<file path="config.mk">
export PLATFORM = sky130hd
export DESIGN_NAME = plid_ctrl
export DESIGN_NICKNAME = d
export VERILOG_FILES = /design/src/rtl/core/plid_pkg.sv /design/src/rtl/core/plid_ctrl.sv
export SDC_FILE = /design/constraint.sdc
export NUM_CORES = 1
export LEC_CHECK = 0
export BUFFER_PORTS_ARGS = -buffer_cell sky130_fd_sc_hd__buf_4
export CAP_MARGIN = 15
export CORE_ASPECT_RATIO = 0.6
export CORE_MARGIN = 2
export CORE_UTILIZATION = 23
export DETAILED_ROUTE_END_ITERATION = 12
export PLACE_DENSITY = 0.38
export SETUP_SLACK_MARGIN = 0.02
export SLEW_MARGIN = 20
export SYNTH_ARGS = -nofsm -noshare
export SYNTH_HDL_FRONTEND = slang
export SYNTH_SLANG_ARGS = --single-unit
</file>
<file path="constraint.sdc">
create_clock -name i_clk -period 1.66 [get_ports i_clk]
set_input_delay 0.083 -clock i_clk [delete_from_list [all_inputs] [get_ports i_clk]]
set_output_delay 0.083 -clock i_clk [all_outputs]
set_load 0.02 [all_outputs]
</file>
<file path="src/rtl/core/plid_pkg.sv">
package plid_pkg;

    localparam int MAX_LINE_UNITS_DEF = 128;
    localparam int DICT_ENTRIES_DEF   = 256;

    localparam logic [7:0] LINE_UNITS_RESET = 8'd80;
    localparam logic [7:0] RUN_BIAS         = 8'h12;
    localparam logic [4:0] CODE_WORD_BITS   = 5'd16;

    // run kinds 0..3: back reference at distance 1 << kind
    localparam logic [2:0] KIND_LAST = 3'd4;
    localparam logic [2:0] KIND_SKIP = 3'd5;

    typedef enum logic [1:0] {
        CMD_START = 2'd0,
        CMD_BYTE  = 2'd1,
        CMD_READ  = 2'd2,
        CMD_NONE  = 2'd3
    } t_in_cmd;

    typedef enum logic [2:0] {
        PH_CW_LO = 3'd0,
        PH_CW_HI = 3'd1,
        PH_CODE  = 3'd2,
        PH_NIB   = 3'd3,
        PH_OPER  = 3'd4
    } t_phase;

    typedef enum logic [2:0] {
        SYM_SKIP  = 3'd0,
        SYM_STORE = 3'd1,
        SYM_FETCH = 3'd2,
        SYM_MASK  = 3'd3,
        SYM_MOVE  = 3'd4,
        SYM_BACK  = 3'd5
    } t_sym;

    typedef enum logic [1:0] {
        MK_RESULT = 2'd0,
        MK_PUT    = 2'd1,
        MK_ACC    = 2'd2
    } t_mem_kind;

    typedef enum logic [1:0] {
        SRC_A    = 2'd0,
        SRC_B    = 2'd1,
        SRC_DICT = 2'd2
    } t_rd_src;

    typedef enum logic [2:0] {
        OP_NONE   = 3'd0,
        OP_LOAD   = 3'd1,
        OP_CODE   = 3'd2,
        OP_EXEC   = 3'd3,
        OP_MEM    = 3'd4,
        OP_RUN_RD = 3'd5,
        OP_RUN_WR = 3'd6,
        OP_END    = 3'd7
    } t_op;

    typedef enum logic [2:0] {
        GO_FINISH = 3'd0,
        GO_CODE   = 3'd1,
        GO_EXEC   = 3'd2,
        GO_MEM    = 3'd3,
        GO_RUN    = 3'd4,
        GO_END    = 3'd5
    } t_go;

    typedef struct packed {
        t_op  op;
        logic out_load;
    } t_ctrl_cmd;

    typedef struct packed {
        t_go nxt;
    } t_status;

    function automatic logic [31:0] plane_expand(input logic [3:0] nib);
        logic [31:0] u;
        u = '0;
        for (int p = 0; p < 4; p++) begin
            u[p*8 +: 8] = {8{nib[p]}};
        end
        return u;
    endfunction

endpackage

</file>
<file path="src/rtl/core/plid_ctrl.sv">
module plid_ctrl (
    input  logic               i_clk,
    input  logic               i_rst_n,
    input  logic               i_in_valid,
    output logic               o_in_ready,
    output logic               o_out_valid,
    input  logic               i_out_ready,
    input  plid_pkg::t_status  i_status,
    output plid_pkg::t_ctrl_cmd o_cmd
);
    import plid_pkg::*;

    typedef enum logic [7:0] {
        S_IDLE   = 8'b0000_0001,
        S_CODE   = 8'b0000_0010,
        S_EXEC   = 8'b0000_0100,
        S_MEM    = 8'b0000_1000,
        S_RUN_RD = 8'b0001_0000,
        S_RUN_WR = 8'b0010_0000,
        S_END    = 8'b0100_0000,
        S_OUT    = 8'b1000_0000
    } t_state;

    t_state r_state, n_state;
    t_state route_state;
    logic   route_load;
    logic   r_out_valid, n_out_valid;
    logic   out_free;

    assign out_free = !r_out_valid || i_out_ready;

    always_comb begin
        route_load  = 1'b0;
        route_state = S_IDLE;
        unique case (i_status.nxt)
            GO_FINISH: begin
                if (out_free) begin
                    route_load  = 1'b1;
                    route_state = S_IDLE;
                end else begin
                    route_state = S_OUT;
                end
            end
            GO_CODE: route_state = S_CODE;
            GO_EXEC: route_state = S_EXEC;
            GO_MEM:  route_state = S_MEM;
            GO_RUN:  route_state = S_RUN_RD;
            GO_END:  route_state = S_END;
            default: route_state = S_IDLE;
        endcase
    end

    always_comb begin
        n_state        = r_state;
        o_cmd.op       = OP_NONE;
        o_cmd.out_load = 1'b0;
        unique case (r_state)
            S_IDLE: begin
                if (i_in_valid) begin
                    o_cmd.op       = OP_LOAD;
                    o_cmd.out_load = route_load;
                    n_state        = route_state;
                end
            end
            S_CODE: begin
                o_cmd.op       = OP_CODE;
                o_cmd.out_load = route_load;
                n_state        = route_state;
            end
            S_EXEC: begin
                o_cmd.op       = OP_EXEC;
                o_cmd.out_load = route_load;
                n_state        = route_state;
            end
            S_MEM: begin
                o_cmd.op       = OP_MEM;
                o_cmd.out_load = route_load;
                n_state        = route_state;
            end
            S_RUN_RD: begin
                o_cmd.op = OP_RUN_RD;
                n_state  = S_RUN_WR;
            end
            S_RUN_WR: begin
                o_cmd.op       = OP_RUN_WR;
                o_cmd.out_load = route_load;
                n_state        = route_state;
            end
            S_END: begin
                o_cmd.op       = OP_END;
                o_cmd.out_load = route_load;
                n_state        = route_state;
            end
            S_OUT: begin
                if (out_free) begin
                    o_cmd.out_load = 1'b1;
                    n_state        = S_IDLE;
                end
            end
            default: n_state = S_IDLE;
        endcase
    end

    assign n_out_valid = o_cmd.out_load || (r_out_valid && !i_out_ready);

    always_ff @(posedge i_clk) begin
        if (!i_rst_n) begin
            r_state     <= S_IDLE;
            r_out_valid <= 1'b0;
        end else begin
            r_state     <= n_state;
            r_out_valid <= n_out_valid;
        end
    end

    assign o_in_ready  = (r_state == S_IDLE);
    assign o_out_valid = r_out_valid;
endmodule

</file>
Word level (Yosys, flattened, before mapping):

Cells that the tools add are included.

* equality and inequality tests: 15
* muxes and demuxes: 10
* reduce and logical (&&, ||, !) cells: 8

Operators with widths (number)
* one-hot mux 8 bit (6 select lines): 1
* one-hot mux 8 bit (4 select lines): 1
* two-way mux 8 bit: 3
* one-hot mux 3 bit (7 select lines): 1
* equality test 8 x 1 -> 1 bit (second input constant): 1
* equality test 8 x 2 -> 1 bit (second input constant): 1
* equality test 8 x 3 -> 1 bit (second input constant): 1
* equality test 8 x 4 -> 1 bit (second input constant): 1
* equality test 8 x 5 -> 1 bit (second input constant): 1
* equality test 8 x 6 -> 1 bit (second input constant): 1
* equality test 8 x 7 -> 1 bit (second input constant): 1
* equality test 8 bit (second input constant): 1
* equality test 3 x 2 -> 1 bit (second input constant): 2
* equality test 3 bit (second input constant): 2
* OR reduction 5 bit: 1
* inequality test 2 bit (second input constant): 2
* equality test 3 x 1 -> 1 bit (second input constant): 1
* zero test 3 bit: 1
* one-hot mux 1 bit (3 select lines): 1
* zero test 1 bit: 2
* logical OR 1 bit: 2
* two-way mux 1 bit: 2
* two-way mux 2 bit: 1
* AND reduction 2 bit: 1
* logical AND 1 bit: 1

* logic and storage cells: 35
* bits in registers: 9
* bits of input ports: 7
* output and inout bits: 6

Longest topological paths before layout:

Gate-level depths: netlist (run 1).

* depth after elaboration: 7
* mapped depth: 6
* gate-level depth less buffers: 5

Worst setup path after synthesis (run 1):

No wires, ideal clock.

* path type: reg-to-output
* start point: register r_state[2]
* end point: output o_cmd[1] in the netlist's numbering
* data required time: 1.577 ns
* path buffers: 1
* stages on the path, launching flop included: 6
* path slack: 0.086 ns
* arrival: 1.491 ns
* path through: dfxtp_1 -> buf_2 -> nor3_1 -> and2_1 -> nand2_1 -> a211oi_1

RTL lines
* start, declared: RTL line plid_ctrl.sv:24 `t_state r_state, n_state;`
* start signal, assigned: RTL line plid_ctrl.sv:111 `r_state <= n_state;`
* end, declared: RTL line plid_ctrl.sv:9 `output plid_pkg::t_ctrl_cmd o_cmd`

==> key figures, run 1 <==
Synthesis
  – Synth top area share: 0.2372
  – Post-Synth Simple-Gate Area: 0.3987
  – Top_reg_cell synth: dfxtp_1
  – Post-synthesis sequential area ratio: 0.2372
  – Synthesized net count: 107
  – Syn Area/Cell: 7.595 um^2
  – Adder-cell share of the synthesized area: 0
  – Synth async-reset ratio: 0
  – Most area-hungry cell type in the Yosys netlist: dfxtp_1
  – Post-synthesis cell area: 759.5 um^2
  – Seq cells post-synth: 9
  – Compound-Gate Fraction of Synth Area: 0.2158
  – EDFF count, synth: 0
  – Largest family of logic cells by synthesized area: simple AND/OR/NAND/NOR gates
  – Yosys cell types: 37
  – Synth area leaders: dfxtp_1 24%, o21ai_0 5.3%, nor4_2 4.9%, nor3_1 4.6%, nor2_1 4.4%
  – Syn. warnings: 0
  – Mux contribution to synthesized area: 0.01318
  – Synth top cells by count: 9 x dfxtp_1, 9 x nor2_1, 8 x o21ai_0, 7 x nand2_1, 7 x nor3_1
  – Synth Instances: 100
  – XOR/XNOR share of the synthesized area: 0.04613

STA
  – Min Tclk post-route: 1.688 ns
  – Worst slew margin relative to its limit: 0.8105
  – Finish-stage setup viols: 1
  – Max Freq: between 500 and 600 MHz
  – Measured slew at the worst slew-check pin: ~0.28 ns
  – Setup_tns: -0.02771 ns
  – Fin. Hold Viols: 0
  – Ratio of final minimum period to clock period: 1.017
  – RSZ-0062 raised after global routing: yes
  – Setup ws final: -0.02771 ns
  – Slew Viols, Final: 0
  – Worst clock skew: approximately 0.0049 ns

Worst setup path
  – Max FO, Critical Path: 5
  – Class of the most critical setup path: register to output port
  – Endpoint class of the critical path: output port
  – Worst setup SP type: register
  – WP data arrival: 1.60 ns
  – Worst EP required: 1.58 ns

Global routing
  – First-pass GRT wire length: between 3 and 4 mm
  – Initial antenna violation count: 0
  – Largest net degree at the start of global routing: 11
  – Gr ovfl total: 0
  – GRT Overall Usage: 0.1284
  – Number of global-route vias before repair: 783

Finish
  – Area grow syn2layout: 48.76%
  – Final instance area: 1130 um^2
  – Diodes inserted: 0
  – Nets@finish: 134
  – Share of cells above drive strength 1: 0.4762

Place
  – PortBufs: 12
  – Dpl ws: 0.07944 ns
  – Placed instance area: 954.7 um^2
  – Detail Placement HPWL: 1.730 mm
  – GPL Wtd Cong: 0.7996

CTS
  – CTS clk-pin slew, worst paths: 0.05 ns
  – CTS tree: done
  – Sink Count: 9
  – Root Driver: clkbuf_8
  – Clock latency on the worst-skew pair: 0.23 ns
  – H-tree depth: 1
  – Clock Tree Buf Depth: 2
  – Hold buffers post-CTS: 0
  – TritonCTS Buffers: 3

Floorplan
  – Area of the die: 3793 um^2
  – I/O pin count: 13
  – Die height: 48.51 um
  – Core region area: 3203 um^2
  – Row Count: 16
  – Starting density of the core: 0.2371
  – Die width: 78.19 um

Route
  – Pre-antenna DRT Iters: 4
  – Routed Antenna Nets: 0
  – Via count: 828
  – Post-DR vias/cell: 4.842
  – Drt wl/cell: 13.54 um
  – DR iter-0 viols: 38
  – Residual DRC: 0
  – WL final: 2.316 mm

Pwr
  – Cell internal pwr: 479.6 uW
  – Total Power: roughly 690 uW
  – Switch share: 0.3030
  – Part of the power in combinational logic: 0.282
  – Share of power burned in registers: 0.340
  – Peak supply drop: 0.2657 mV
  – Static leakage: about 0.44 nW
  – Psw: 208.4 uW
  – Power share of the clock group: 0.378
  – Power density over cell area: around 600 nW/um^2

Hold path
  – Worst hold path type: input port to register

Outcome
  – Failing checks: negative setup slack
  – Outcome: complete, but fails checks

Job
  – MaxCap Viol Count: 0
-- routing by layer --
metal  GRT usage  share of wire  wire length [um]  vias to the layer above
met2      0.1767           0.44              1029                       14
met4     0.01754         0.0035                 8                        0
met5           0              0                 0                        -
met3     0.04664          0.039                90                        2
met1      0.1940           0.51              1189                      398
li1            -              -                 -                      414
-- final cells by class --
| cell class | count | area (um^2) |
|---|---|---|
| clock buffers | 4 | 45.04 |
| flip-flops and latches | 9 | 202.7 |
| repair buffers | 30 | 232.7 |
| fillers | 361 | 2073 |
| inverters | 3 | 11.26 |
| well taps | 45 | 56.30 |
| multi-input cells | 80 | 581.8 |
-- power groups by stage --
stage | Combinational [mW] | Clock (mW) | Sequential [mW]
after floorplan | 0.115 | 0 | 0.230
after global placement | 0.177 | 0 | 0.242
after detailed placement | 0.175 | 0 | 0.242
after CTS | 0.180 | 0.269 | 0.236
after global routing | 0.213 | 0.279 | 0.236
final | 0.194 | 0.260 | 0.234
-- state kept, by name (all words and copies together) (netlist names) --
register / count
o_out_valid: 1
r_state: 8
-- final timing paths --
| check | cells after the start | slack [ns] | endpoint | startpoint |
|---|---|---|---|---|
| hold / removal | 2 | 0.06 | r_state[2] | i_status[0] |
| setup reg to reg | 6 | 0.06 | r_state[1] | r_state[5] |
| hold reg to reg | 3 | 0.61 | r_state[7] | o_out_valid |
| setup / recovery | 6 | -0.03 | o_cmd[0] | r_state[1] |
-- cells by family after synthesis --
kind of cell / count (synthesis)
compound gates: 23
simple gates: 52
flops: 9
buf+inv: 11
mux: 1
xor+xnor: 4
-- through the flow --
step	hold WS [ns]	utilization	cells
5_1_grt	0.06536	0.3527	171
3_5_place_dp	0.3090	0.2980	163
3_3_place_gp	0.3148	0.2980	163
6_report	0.06196	0.3527	171
4_1_cts	0.06016	0.3273	169
2_1_floorplan	0.1540	-	100
-- cells in the final DEF, fill, tap and decap left out, drive strengths merged, types with 2 or more instances in the layout --
master and count:
a21oi 4, inv 3, clkbuf 4, nand2b 3
nand3 6, nor4 4, xor2 2, buf 30
dfxtp 9, nand2 7, a211oi 2, and3 2
xnor2 2, o22ai 4, nor2b 4, nor2 10
or3 2, o21ai 8, nor3 7
-- what timing repair did --
item | CTS | global route
pin swaps | 4 | 6
gates resized for setup | 15 | 16
hold endpoints to repair | 0 | 0
setup endpoints to repair | 4 | 5
buffers inserted | 2 | 2
-- worst max-delay path: stages (launching register included) --
cell and delay (ns):
dfxtp_4 0.36, xnor2_1 0.12, or3_4 0.34, a21oi_4 0.20
o22ai_2 0.09, nor2_1 0.10, buf_4 0.14
No activity file was read; power rests on OpenSTA's default activity.
==> run 2, diff against run 1 <==
--- a/config.mk
+++ b/config.mk
@@ -10,6 +10,7 @@
 export CORE_ASPECT_RATIO = 0.6
 export CORE_MARGIN = 2
 export CORE_UTILIZATION = 23
+export CTS_BUF_LIST = sky130_fd_sc_hd__clkbuf_4 sky130_fd_sc_hd__clkbuf_8
 export DETAILED_ROUTE_END_ITERATION = 12
 export PLACE_DENSITY = 0.38
 export SETUP_SLACK_MARGIN = 0.02
==> run 2 against run 1 <==
Effect of this change: the run still ends with negative setup slack left; cell area increased by 2.2%; routed wire length up 1.6%; via count increased by 3.1%; maximum frequency is 0.12% higher; clock skew is 0.0027 ns higher; hold slack improved by 0.00091 ns; clock-buffer cell count unchanged; flip-flop and latch count stayed put; critical path depth is the same; clock power rose by 5%; critical path type unchanged.
==> key figures, run 2 (same netlist as run 1, synthesis figures left out) <==
Outcome
  – Outcome: complete, but fails checks
  – Failing checks: negative setup slack

Global routing
  – Largest net degree at the start of global routing: 11 (unchanged)
  – Gr ovfl total: 0 (unchanged)
  – Number of global-route vias before repair: 783 (unchanged)
  – Initial antenna violation count: 0 (unchanged)
  – GRT Overall Usage: 0.1284 (unchanged)
  – First-pass GRT wire length: 3.815 mm (unchanged)

STA
  – Max Freq: 593.2 MHz (+0.12%)
  – Fin. Hold Viols: 0 (unchanged)
  – Finish-stage setup viols: 1 (unchanged)
  – Setup_tns: -0.02569 ns (+0.002021 ns)
  – RSZ-0062 raised after global routing: yes
  – Hold Worst Slack: 0.06287 ns (+0.0009126 ns)
  – Ratio of final minimum period to clock period: 1.015 (-0.001218)
  – Setup ws final: -0.02569 ns (+0.002021 ns)
  – Slew Viols, Final: 0 (unchanged)
  – Worst clock skew: 0.007616 ns (+0.002677 ns)
  – Min Tclk post-route: 1.686 ns (-0.002021 ns)
  – Worst slew margin relative to its limit: 0.7802 (-0.03029)
  – Measured slew at the worst slew-check pin: 0.3296 ns (+0.04543 ns)

Floorplan
  – I/O pin count: 13 (unchanged)
  – Starting density of the core: 0.2371 (unchanged)
  – Die width: 78.19 um (unchanged)
  – Area of the die: 3793 um^2 (unchanged)
  – Row Count: 16 (unchanged)
  – Core region area: 3203 um^2 (unchanged)
  – Die height: 48.51 um (unchanged)

Finish
  – Commonest non-fill, non-tap cell in the layout: buf_4
  – Max reg flops: 8 (unchanged)
  – Final Util: 0.3605 (+0.007813)
  – Seq. cell area: 202.7 um^2 (unchanged)
  – Area grow syn2layout: 52.06%
  – Nets@finish: 134 (unchanged)
  – Share of cells above drive strength 1: 0.4841 (+0.007937)
  – Diodes inserted: 0 (unchanged)
  – Top reg by flops: r_state
  – Fillers: 353 (-2.2%)
  – Most frequent cells in the layout: 27 x buf_4, 8 x nor2_1, 7 x nand2_1
  – Area of the multi-input gates: 599.3 um^2 (+3.0%)

Worst setup path
  – Crit-path max cell delay: 0.36 ns (about the same)
  – Slowest CP cell: dfxtp_4
  – Max FO, Critical Path: 5 (unchanged)
  – Worst r2r dst: r_state[1]
  – Endpoint class of the critical path: output port
  – Worst setup SP type: register
  – CP Buf/Inv Count: 1 (unchanged)
  – Worst EP required: 1.58 ns (about the same)
  – Crit path cell chain: xnor2_1 -> or3_4 -> a21oi_4 -> o22ai_2 -> nor2_1 -> buf_4
  – Crit path max-delay family: simple AND/OR/NAND/NOR gates
  – Class of the most critical setup path: register to output port
  – WP data arrival: 1.60 ns (about the same)
  – Worst r2r src: r_state[5]
  – R2r setup slk: 0.08 ns (+0.02 ns)
  – Reg2reg path depth: 6 (unchanged)

CTS
  – TritonCTS Buffers: 3 (unchanged)
  – Root Driver: clkbuf_8
  – Clock Tree Buf Depth: 2 (unchanged)
  – CTS clk-pin slew, worst paths: 0.05 ns (about the same)
  – CTS tree: done
  – Hold buffers post-CTS: 0 (unchanged)
  – Clock latency on the worst-skew pair: 0.23 ns (about the same)
  – Sink Count: 9 (unchanged)
  – H-tree depth: 1 (unchanged)

Route
  – DR iter-0 viols: 53 (+39%)
  – Drt wl/cell: 13.76 um (+1.6%)
  – Via count: 854 (+3.1%)
  – Pre-antenna DRT Iters: 4 (unchanged)
  – WL final: 2.353 mm (+1.6%)
  – Routed Antenna Nets: 0 (unchanged)
  – Residual DRC: 0 (unchanged)
  – Post-DR vias/cell: 4.994 (+3.1%)

Place
  – GPL Wtd Cong: 0.7996 (unchanged)
  – Detail Placement HPWL: 1.730 mm (unchanged)
  – PortBufs: 12 (unchanged)
  – Dpl ws: 0.07944 ns (unchanged)

Hold path
  – Hold path startpoint: i_status[0]
  – Worst hold path type: input port to register
  – Hold Crit Depth: 2 (unchanged)
  – Hold worst-path end: r_state[2]

Job
  – MaxCap Viol Count: 0 (unchanged)

Pwr
  – Static leakage: 0.4486 nW (+1.2%)
  – Power density over cell area: 615.7 nW/um^2 (+1.1%)
  – Peak supply drop: 0.2697 mV (+1.5%)
## run 2: cell count changes in the layout (fill, tap and decap cells not counted)
cell	change
clkbuf_4	+1
nor4b_4	+1
nor4_2	-1
buf_6	+1
buf_4	-1
nor4_4	+1
clkbuf_1	-1
nor4b_2	-1
## run 2: layer usage
layer | up-vias | track usage | wire length [um]
li1 | 414 | - | -
met1 | 412 | 0.1940 | 1133
met2 | 26 | 0.1767 | 1042
met3 | 2 | 0.04664 | 169
met4 | 0 | 0.01754 | 8
met5 | - | 0 | 0
## run 2: repair_timing
| item | 4_1_cts | 5_1_grt |
|---|---|---|
| setup buffers | 2 | 2 |
| cloned | 0 | 0 |
| pin swaps | 4 | 5 |
| endpoints found under the setup margin | 4 | 5 |
| resized for setup | 16 | 18 |
## run 2: worst max-delay path by stage
stage / startpoint / cells past startpoint / endpoint
final: r_state[1] / 6 / o_cmd[0]
after global routing: r_state[1] / 6 / o_cmd[0]
after CTS: r_state[1] / 6 / o_cmd[0]
after detailed placement: r_state[5] / 6 / o_cmd[0]
after global placement: r_state[5] / 5 / r_state[2]
after floorplan: r_state[2] / 5 / o_cmd[1]
## run 2: cell type report
type,instances,share of cell area
Multi-Input combinational cell,80,0.5190
Clock buffer,4,0.04225
Sequential cell,9,0.1755
Inverter,3,0.009751
Tap cell,45,0.04875
Timing Repair Buffer,30,0.2048
## run 2: metrics by stage
stage | power (mW) | std cells | area (um^2)
floorplan | 0.3442 | 100 | 759.5
global placement | 0.4193 | 163 | 954.7
detailed placement | 0.4169 | 163 | 954.7
CTS | 0.7021 | 169 | 1057
global route | 0.7539 | 171 | 1155
finish | 0.7110 | 171 | 1155
## run 2: where the power goes
group          leakage (nW)  internal (mW)  switching (mW)
Sequential           0.0775          0.217          0.0183
Clock                0.0262          0.184          0.0893
Combinational         0.345         0.0984           0.104
Total                 0.449          0.500           0.211
